===== config.mk =====
export PLATFORM = sky130hd
export DESIGN_NAME = intel_hex_record_parser
export DESIGN_NICKNAME = d
export VERILOG_FILES = /design/src/hdl/ihex_pkg.sv /design/src/hdl/ihex_front.sv /design/src/hdl/ihex_queue.sv /design/src/hdl/ihex_back.sv /design/src/hdl/intel_hex_record_parser.sv
export SDC_FILE = /design/constraint.sdc
export NUM_CORES = 1
export LEC_CHECK = 0
export ABC_AREA = 1
export BUFFER_PORTS_ARGS = -buffer_cell sky130_fd_sc_hd__buf_2
export CAP_MARGIN = 25
export CORE_MARGIN = 2
export CORE_UTILIZATION = 40
export CTS_CLUSTER_DIAMETER = 50
export CTS_CLUSTER_SIZE = 30
export DETAILED_ROUTE_END_ITERATION = 8
export PLACE_DENSITY = 0.67
export RECOVER_POWER = 50
export SYNTH_ARGS = -nofsm -noshare
export SYNTH_HDL_FRONTEND = slang
export SYNTH_HIERARCHICAL = 1
export SYNTH_SLANG_ARGS = --single-unit

===== constraint.sdc =====
create_clock -name clk -period 6.3 [get_ports clk]
set_input_delay 1.26 -clock clk [delete_from_list [all_inputs] [get_ports clk]]
set_output_delay 1.26 -clock clk [all_outputs]
set_load 0.02 [all_outputs]

===== src/hdl/ihex_pkg.sv =====
package ihex_pkg;

  // character codes
  localparam logic [7:0] CHAR_COLON   = 8'h3A;
  localparam logic [7:0] CHAR_NEWLINE = 8'h0A;
  localparam logic [7:0] CHAR_ZERO    = 8'h30;
  localparam logic [7:0] CHAR_NINE    = 8'h39;
  localparam logic [7:0] CHAR_UPPER_A = 8'h41;
  localparam logic [7:0] CHAR_UPPER_F = 8'h46;

  // record type codes
  localparam logic [7:0] TYPE_DATA  = 8'h00;
  localparam logic [7:0] TYPE_EOF   = 8'h01;
  localparam logic [7:0] TYPE_UPPER = 8'h04;

  // length a valid upper address record carries
  localparam logic [7:0] UPPER_LENGTH = 8'h02;

  // queue between parser and output side
  localparam int QUEUE_DEPTH = 4;
  localparam int QPTR_W      = $clog2(QUEUE_DEPTH);

  typedef enum logic [3:0] {
    PH_LINE  = 4'd0,
    PH_SKIP  = 4'd1,
    PH_LEN_H = 4'd2,
    PH_LEN_L = 4'd3,
    PH_OFH_H = 4'd4,
    PH_OFH_L = 4'd5,
    PH_OFL_H = 4'd6,
    PH_OFL_L = 4'd7,
    PH_TYP_H = 4'd8,
    PH_TYP_L = 4'd9,
    PH_DAT_H = 4'd10,
    PH_DAT_L = 4'd11,
    PH_SUM_H = 4'd12,
    PH_SUM_L = 4'd13,
    PH_TAIL  = 4'd14
  } phase_t;

  typedef enum logic [3:0] {
    KIND_DATA    = 4'd0,
    KIND_OK      = 4'd1,
    KIND_EOF     = 4'd2,
    KIND_UPPER   = 4'd3,
    KIND_SUMERR  = 4'd4,
    KIND_BADLEN  = 4'd5,
    KIND_UNKNOWN = 4'd6,
    KIND_BADDIG  = 4'd7,
    KIND_SHORT   = 4'd8
  } kind_t;

  // one parsed result on its way to the output side
  typedef struct packed {
    kind_t       kind;
    logic [15:0] upper;
    logic [15:0] offset;
    logic [7:0]  index;
    logic [7:0]  data;
    logic [7:0]  length;
  } event_t;

  // bit 4 set marks a character that is not an uppercase hex digit
  function automatic logic [4:0] nibble_of(logic [7:0] c);
    logic [7:0] diff;
    diff = 8'h00;
    if (c >= CHAR_ZERO && c <= CHAR_NINE) begin
      diff = c - CHAR_ZERO;
      return {1'b0, diff[3:0]};
    end
    if (c >= CHAR_UPPER_A && c <= CHAR_UPPER_F) begin
      diff = c - CHAR_UPPER_A;
      return {1'b0, diff[3:0] + 4'd10};
    end
    return 5'b1_0000;
  endfunction

endpackage


===== src/hdl/ihex_front.sv =====
module ihex_front import ihex_pkg::*; (
  input  logic       clk,
  input  logic       rst,
  input  logic       accept,
  input  logic [7:0] character,
  output logic       ev_valid,
  output event_t     ev
);

  phase_t      phase, phase_next;
  logic [3:0]  first_nibble, first_nibble_next;
  logic [15:0] upper_half, upper_half_next;
  logic [15:0] pending_upper, pending_upper_next;
  logic [7:0]  length_field, length_field_next;
  logic [15:0] offset_field, offset_field_next;
  logic [7:0]  type_field, type_field_next;
  logic [7:0]  running_sum, running_sum_next;
  logic [7:0]  byte_index, byte_index_next;

  logic [4:0]  nib;
  logic [7:0]  byte_val;
  logic [7:0]  sum_added;
  logic [7:0]  index_inc;
  logic        is_newline;

  // parser state
  always_ff @(posedge clk) begin
    if (rst) begin
      phase         <= PH_LINE;
      first_nibble  <= 4'h0;
      upper_half    <= 16'h0000;
      pending_upper <= 16'h0000;
      length_field  <= 8'h00;
      offset_field  <= 16'h0000;
      type_field    <= 8'h00;
      running_sum   <= 8'h00;
      byte_index    <= 8'h00;
    end else begin
      phase         <= phase_next;
      first_nibble  <= first_nibble_next;
      upper_half    <= upper_half_next;
      pending_upper <= pending_upper_next;
      length_field  <= length_field_next;
      offset_field  <= offset_field_next;
      type_field    <= type_field_next;
      running_sum   <= running_sum_next;
      byte_index    <= byte_index_next;
    end
  end

  assign nib        = nibble_of(character);
  assign byte_val   = {first_nibble, nib[3:0]};
  assign sum_added  = running_sum + byte_val;
  assign index_inc  = byte_index + 8'd1;
  assign is_newline = (character == CHAR_NEWLINE);

  // next state and result
  always_comb begin
    phase_next         = phase;
    first_nibble_next  = first_nibble;
    upper_half_next    = upper_half;
    pending_upper_next = pending_upper;
    length_field_next  = length_field;
    offset_field_next  = offset_field;
    type_field_next    = type_field;
    running_sum_next   = running_sum;
    byte_index_next    = byte_index;

    ev_valid  = 1'b0;
    ev.kind   = KIND_DATA;
    ev.upper  = upper_half;
    ev.offset = offset_field;
    ev.index  = 8'h00;
    ev.data   = 8'h00;
    ev.length = length_field;

    if (accept) begin
      unique case (phase)
        PH_LINE: begin
          if (character == CHAR_COLON) begin
            length_field_next  = 8'h00;
            offset_field_next  = 16'h0000;
            type_field_next    = 8'h00;
            running_sum_next   = 8'h00;
            byte_index_next    = 8'h00;
            pending_upper_next = 16'h0000;
            phase_next         = PH_LEN_H;
          end else if (!is_newline) begin
            phase_next = PH_SKIP;
          end
        end
        PH_SKIP, PH_TAIL: begin
          if (is_newline) begin
            phase_next = PH_LINE;
          end
        end
        default: begin
          if (is_newline) begin
            phase_next = PH_LINE;
            ev_valid   = 1'b1;
            ev.kind    = KIND_SHORT;
          end else if (nib[4]) begin
            phase_next = PH_SKIP;
            ev_valid   = 1'b1;
            ev.kind    = KIND_BADDIG;
          end else if (!phase[0]) begin
            // high digit of a byte
            first_nibble_next = nib[3:0];
            unique case (phase)
              PH_LEN_H: phase_next = PH_LEN_L;
              PH_OFH_H: phase_next = PH_OFH_L;
              PH_OFL_H: phase_next = PH_OFL_L;
              PH_TYP_H: phase_next = PH_TYP_L;
              PH_DAT_H: phase_next = PH_DAT_L;
              PH_SUM_H: phase_next = PH_SUM_L;
              default:  phase_next = phase;
            endcase
          end else begin
            // low digit completes a byte
            running_sum_next = sum_added;
            unique case (phase)
              PH_LEN_L: begin
                length_field_next = byte_val;
                phase_next        = PH_OFH_H;
              end
              PH_OFH_L: begin
                offset_field_next = {byte_val, offset_field[7:0]};
                phase_next        = PH_OFL_H;
              end
              PH_OFL_L: begin
                offset_field_next = {offset_field[15:8], byte_val};
                phase_next        = PH_TYP_H;
              end
              PH_TYP_L: begin
                type_field_next = byte_val;
                phase_next      = (length_field != 8'h00) ? PH_DAT_H : PH_SUM_H;
              end
              PH_DAT_L: begin
                if (type_field == TYPE_DATA) begin
                  ev_valid = 1'b1;
                  ev.kind  = KIND_DATA;
                  ev.index = byte_index;
                  ev.data  = byte_val;
                end else if (type_field == TYPE_UPPER) begin
                  pending_upper_next = {pending_upper[7:0], byte_val};
                end
                byte_index_next = index_inc;
                phase_next      = (index_inc == length_field) ? PH_SUM_H : PH_DAT_H;
              end
              PH_SUM_L: begin
                ev_valid   = 1'b1;
                phase_next = PH_TAIL;
                if (sum_added != 8'h00) begin
                  ev.kind = KIND_SUMERR;
                end else if (type_field == TYPE_UPPER) begin
                  if (length_field != UPPER_LENGTH) begin
                    ev.kind = KIND_BADLEN;
                  end else begin
                    upper_half_next = pending_upper;
                    ev.kind         = KIND_UPPER;
                  end
                end else if (type_field == TYPE_EOF) begin
                  ev.kind = KIND_EOF;
                end else if (type_field == TYPE_DATA) begin
                  ev.kind = KIND_OK;
                end else begin
                  ev.kind = KIND_UNKNOWN;
                end
              end
              default: phase_next = phase;
            endcase
          end
        end
      endcase
    end
  end

endmodule


===== src/hdl/ihex_queue.sv =====
module ihex_queue import ihex_pkg::*; (
  input  logic   clk,
  input  logic   rst,
  input  logic   push,
  input  event_t push_ev,
  output logic   full,
  output logic   head_valid,
  output event_t head,
  input  logic   pop
);

  event_t            slots [QUEUE_DEPTH];
  logic [QPTR_W-1:0] wr_ptr;
  logic [QPTR_W-1:0] rd_ptr;
  logic [QPTR_W:0]   count;

  assign full       = (count == (QPTR_W + 1)'(QUEUE_DEPTH));
  assign head_valid = (count != '0);
  assign head       = slots[rd_ptr];

  // pointers and fill count
  always_ff @(posedge clk) begin
    if (rst) begin
      wr_ptr <= '0;
      rd_ptr <= '0;
      count  <= '0;
    end else begin
      if (push) begin
        wr_ptr <= wr_ptr + 1'b1;
      end
      if (pop) begin
        rd_ptr <= rd_ptr + 1'b1;
      end
      if (push && !pop) begin
        count <= count + 1'b1;
      end else if (pop && !push) begin
        count <= count - 1'b1;
      end
    end
  end

  // entry storage
  always_ff @(posedge clk) begin
    if (push) begin
      slots[wr_ptr] <= push_ev;
    end
  end

endmodule


===== src/hdl/ihex_back.sv =====
module ihex_back import ihex_pkg::*; (
  input  logic        clk,
  input  logic        rst,
  input  logic        head_valid,
  input  event_t      head,
  output logic        pop,
  output logic        out_valid,
  input  logic        out_stall,
  output logic [3:0]  kind,
  output logic [31:0] byte_address,
  output logic [7:0]  data_byte,
  output logic [7:0]  record_length
);

  logic [31:0] addr_sum;

  // output register takes the head when empty or being drained
  assign pop      = head_valid && (!out_valid || !out_stall);
  assign addr_sum = {head.upper, head.offset} + {24'h000000, head.index};

  always_ff @(posedge clk) begin
    if (rst) begin
      out_valid <= 1'b0;
    end else if (!out_valid || !out_stall) begin
      out_valid <= head_valid;
    end
  end

  // result payload
  always_ff @(posedge clk) begin
    if (pop) begin
      kind          <= head.kind;
      byte_address  <= addr_sum;
      data_byte     <= head.data;
      record_length <= head.length;
    end
  end

endmodule


===== src/hdl/intel_hex_record_parser.sv =====
// Intel HEX record parser.
// Input channel: one ASCII character per request (in_valid, in_stall,
// character). A newline (0x0A) ends a line; lines without a leading colon
// are skipped. Output channel: zero or one result per character (out_valid,
// out_stall, kind, byte_address, data_byte, record_length): data bytes of
// type 0 records, one status at each checksum, and bad digit / short line
// reports as they occur.
// Throughput is one character per cycle while the queue is not full. The
// result of a character is written into a four-entry queue at the edge
// that accepts it; the output register takes it from the queue head when
// empty or being drained, and the 32-bit address add is done on that load.
// Reset returns the parser to line start, clears the stored upper address
// half and empties the queue and output register.
// When the receiver stalls, the output result holds; the queue absorbs up
// to four more results and in_stall rises once it is full, so characters
// are held back only while the queue has no room.
module intel_hex_record_parser import ihex_pkg::*; (
  input  logic        clk,
  input  logic        rst,
  input  logic        in_valid,
  output logic        in_stall,
  input  logic [7:0]  character,
  output logic        out_valid,
  input  logic        out_stall,
  output logic [3:0]  kind,
  output logic [31:0] byte_address,
  output logic [7:0]  data_byte,
  output logic [7:0]  record_length
);

  logic   accept;
  logic   ev_valid;
  event_t ev;
  logic   q_full;
  logic   head_valid;
  event_t head;
  logic   pop;

  assign in_stall = q_full;
  assign accept   = in_valid && !q_full;

  // character parser
  ihex_front u_front (
    .clk       (clk),
    .rst       (rst),
    .accept    (accept),
    .character (character),
    .ev_valid  (ev_valid),
    .ev        (ev)
  );

  // result queue
  ihex_queue u_queue (
    .clk        (clk),
    .rst        (rst),
    .push       (ev_valid),
    .push_ev    (ev),
    .full       (q_full),
    .head_valid (head_valid),
    .head       (head),
    .pop        (pop)
  );

  // address build and output register
  ihex_back u_back (
    .clk           (clk),
    .rst           (rst),
    .head_valid    (head_valid),
    .head          (head),
    .pop           (pop),
    .out_valid     (out_valid),
    .out_stall     (out_stall),
    .kind          (kind),
    .byte_address  (byte_address),
    .data_byte     (data_byte),
    .record_length (record_length)
  );

endmodule


==> impl_metrics.yaml <==
outcome:
  status: "finished with violations"
  violations: "max-capacitance violations, max-slew violations"
drt:
  vias: 12300
  final_antenna_net_count: 0
  drtIter0Drc: 1088
  wl_per_cell_um: 16.4
  firstDrtPassIters: 5
  routed_wl_mm: 40.0
  via_per_inst: 5.04
  drcViolationCount: 0
critical_path:
  cp_num_buf_inv: 4
  worstPathArrival_ns: 4.96
  critPathMaxStageDelay_ns: 2.23
  worstSetupStartpoint: "out_stall"
  worstPathRequired_ns: 6.73
  crit_path_end_kind: "flop"
  reg2reg_from: "u_queue/count[0]"
  startpoint_type: "primary input"
  critPathKind: "in2reg"
  cp_max_fo: 55
  path_cells: "clkbuf_1 > a21oi_4 > clkbuf_1 > inv_1 > ha_1 > inv_1 > fa_1 > o21ai_0 > nor2_1"
  cp_slowest_cell: "clkbuf_1"
  cpLargestDelayFamily: "buffers and inverters"
die:
  core_region_area_um2: 43100
  die_w_um: 213
  die_h_um: 213
  io_pins: 66
  row_count: 76
  initial_core_util_pct: 40.6
  die-area_um2: 45400
power:
  power_mw: 8.69
  power.density_nw_per_um2: 449
  power_frac_seq_pct: 40.1
  p_clk_share_pct: 25.9
  p_leak_nw: 7.36
  power_frac_comb_pct: 34.0
  p_int_mw: 5.28
  swShare_pct: 39.2
  switching_power_mw: 3.41
  ir_worst_vdd_mv: 0.218
cts:
  clk-insertion-delay-late_ns: 0.55
  cts_setup_buffers: 0
  clock_tree.root_cell: "clkbuf_16"
  clk_pin_slew_ns: 0.07
  numCtsBuffers: 36
  cts_resized: 0
  cts_tree: "built"
  clkSinkCount: 390
  cts_max_level: 2
  clk_path_buf_depth: 3
  cts-hold-fix-buffers: 0
sta:
  hold_viol: 0
  finClkSkew_ns: 0.0243
  fin_setup_tns_ns: 0
  fmax_ghz: 0.221
  finalCritPeriodShare_pct: 71.9
  relSlewSlack_pct: -112
  post-route-min-period_ns: 4.53
  maxSlewViolCount: 150
  tightest_slew_ns: 3.19
  final-setup-viol-count: 0
  rsz0062_at_grt: "no"
grt:
  grt_overflow: 0
  antenna_found_initial: 0
  grt_use_total_pct: 17.9
  grt_pass1_wl_mm: 63.4
  grt_max_degree: 95
  grt_pass1_vias: 11800
yosys:
  synth_seq_area_share_pct: 61.4
  synth.avg_cell_area_um2: 9.85
  synth.distinct_cells: 44
  synth_cells: 1775
  synth_top_area_share_pct: 50.2
  synth_area_leader_cell: "edfxtp_1"
  syn-cell-area_um2: 17500
  synth_nets: 1815
  synth-seq-cells: 390
  synth_area_leaders: "edfxtp_1 50%, dfxtp_1 11%, nand2_1 7.5%, nor2_1 6.2%, inv_1 3.4%"
  yosys_warnings: 6
final_layout:
  fin_nets: 1867
  multi_input_area_um2: 5690
  layout_commonest_cell: "nand2_1"
  insertedDiodeCount: 0
  layout-drive-gt1-share_pct: 9.00
  nFillCells: 4050
  final_cell_mix: "354 x nand2_1, 292 x edfxtp_1, 290 x nor2_1"
  final_util_pct: 45.0
  fin_cells: 2440
  area_growth_pct: 10.8
  register_area_um2: 10700
placement:
  port_buffers: 65
  dp_hpwl_mm: 26.6
  place_inst: 2374
  routabilityCongestion: 0.910
flow_run:
  cap_violations: 3
worst_hold_path:
  hold_path.class: "reg2reg"
  hold_start: "u_queue/rd_ptr[1]"
[cells in the mapped netlist (all sizes together)]
cell type  number
a211oi          1
a21o            1
a21oi          63
a31oi           2
and2            7
buf            31
clkbuf         32
clkinv          1
dfxtp          98
edfxtp        292
fa              3
ha             25
inv           167
nand2         365
nand3          78
nand3b          8
nand4          20
nor2          325
nor3           13
nor4            4
o21ai         154
o21bai          1
o22ai          60
or2             2
xnor2           2
xor2           20
[registers in the layout, indices dropped and copies added, names as in the netlist, 4 cells and up, named ones only]
signal	cells
u_queue/slots	240
u_back/byte_address	32
u_front/offset_field	16
u_front/pending_upper	16
u_front/upper_half	16
u_back/data_byte	8
u_back/record_length	8
u_front/byte_index	8
u_front/length_field	8
u_front/running_sum	8
u_front/type_field	8
u_back/kind	4
u_front/first_nibble	4
u_front/phase	4
[worst paths after layout]
kind                                          to  slack, ns  depth (start not counted)
worst max-delay path            u_queue/count[1]       1.77                          9
worst min-delay path                        flop       0.45                          1
worst max register to register  u_queue/count[1]       2.04                         11
worst min register to register              flop       0.45                          1
[metal layers]
layer  wire length (um)  vias up  global-route usage (%)
met5                  0        -                       0
met1              17900     5830                    24.2
li1                   -     6098                       -
met4               1130        0                    6.05
met3               2210       70                    2.75
met2              18700      309                    29.6
[power by group through the flow]
| stage | clock network, mW | registers [mW] | logic [mW] |
|---|---|---|---|
| detailed placement | 0 | 3.53 | 3.07 |
| CTS | 2.30 | 3.47 | 3.08 |
| floorplan | 0 | 3.73 | 2.01 |
| finish | 2.25 | 3.49 | 2.95 |
| global placement | 0 | 3.52 | 3.03 |
| global route | 2.41 | 3.53 | 3.31 |
[worst reg2reg max path, stage by stage, from the launching register on]
cell and delay [ns]:
dfxtp_1 0.41, nor2_1 0.07, nand2_1 0.06, inv_1 0.06, a21oi_4 0.10, clkbuf_1 2.23, inv_1 0.15, ha_1 0.34
inv_1 0.10, fa_1 0.40, o21ai_0 0.17, nor2_1 0.05
[layout make-up]
type                    instances  share of cell area (%)
flip-flops and latches        390                    55.4
multi-input cells            1154                    29.4
clock buffers                  40                    4.89
well taps                     585                    3.78
inverters                     168                    3.27
repair buffers                 77                    1.76
clock inverters                26                    1.52
[metrics by stage]
step           setup slack, ns  hold WS [ns]  cell area [um^2]
3_3_place_gp              1.62         0.428             18300
4_1_cts                   1.96         0.446             19500
3_5_place_dp              1.39         0.438             18300
6_report                  1.77         0.449             19400
2_1_floorplan             1.13         0.412             17500
5_1_grt                   1.31         0.461             19400
[cell families after synthesis]
group / after synthesis / synth area share [%]
buffers and inverters: 231 / 5.83
AOI/OAI and AO/OA: 282 / 9.28
adders and majority gates: 28 / 2.13
and+or+nand+nor: 822 / 20.3
xor gates and xnor gates: 22 / 1.10
DFF: 390 / 61.4
No activity file was read; power rests on OpenSTA's default activity.
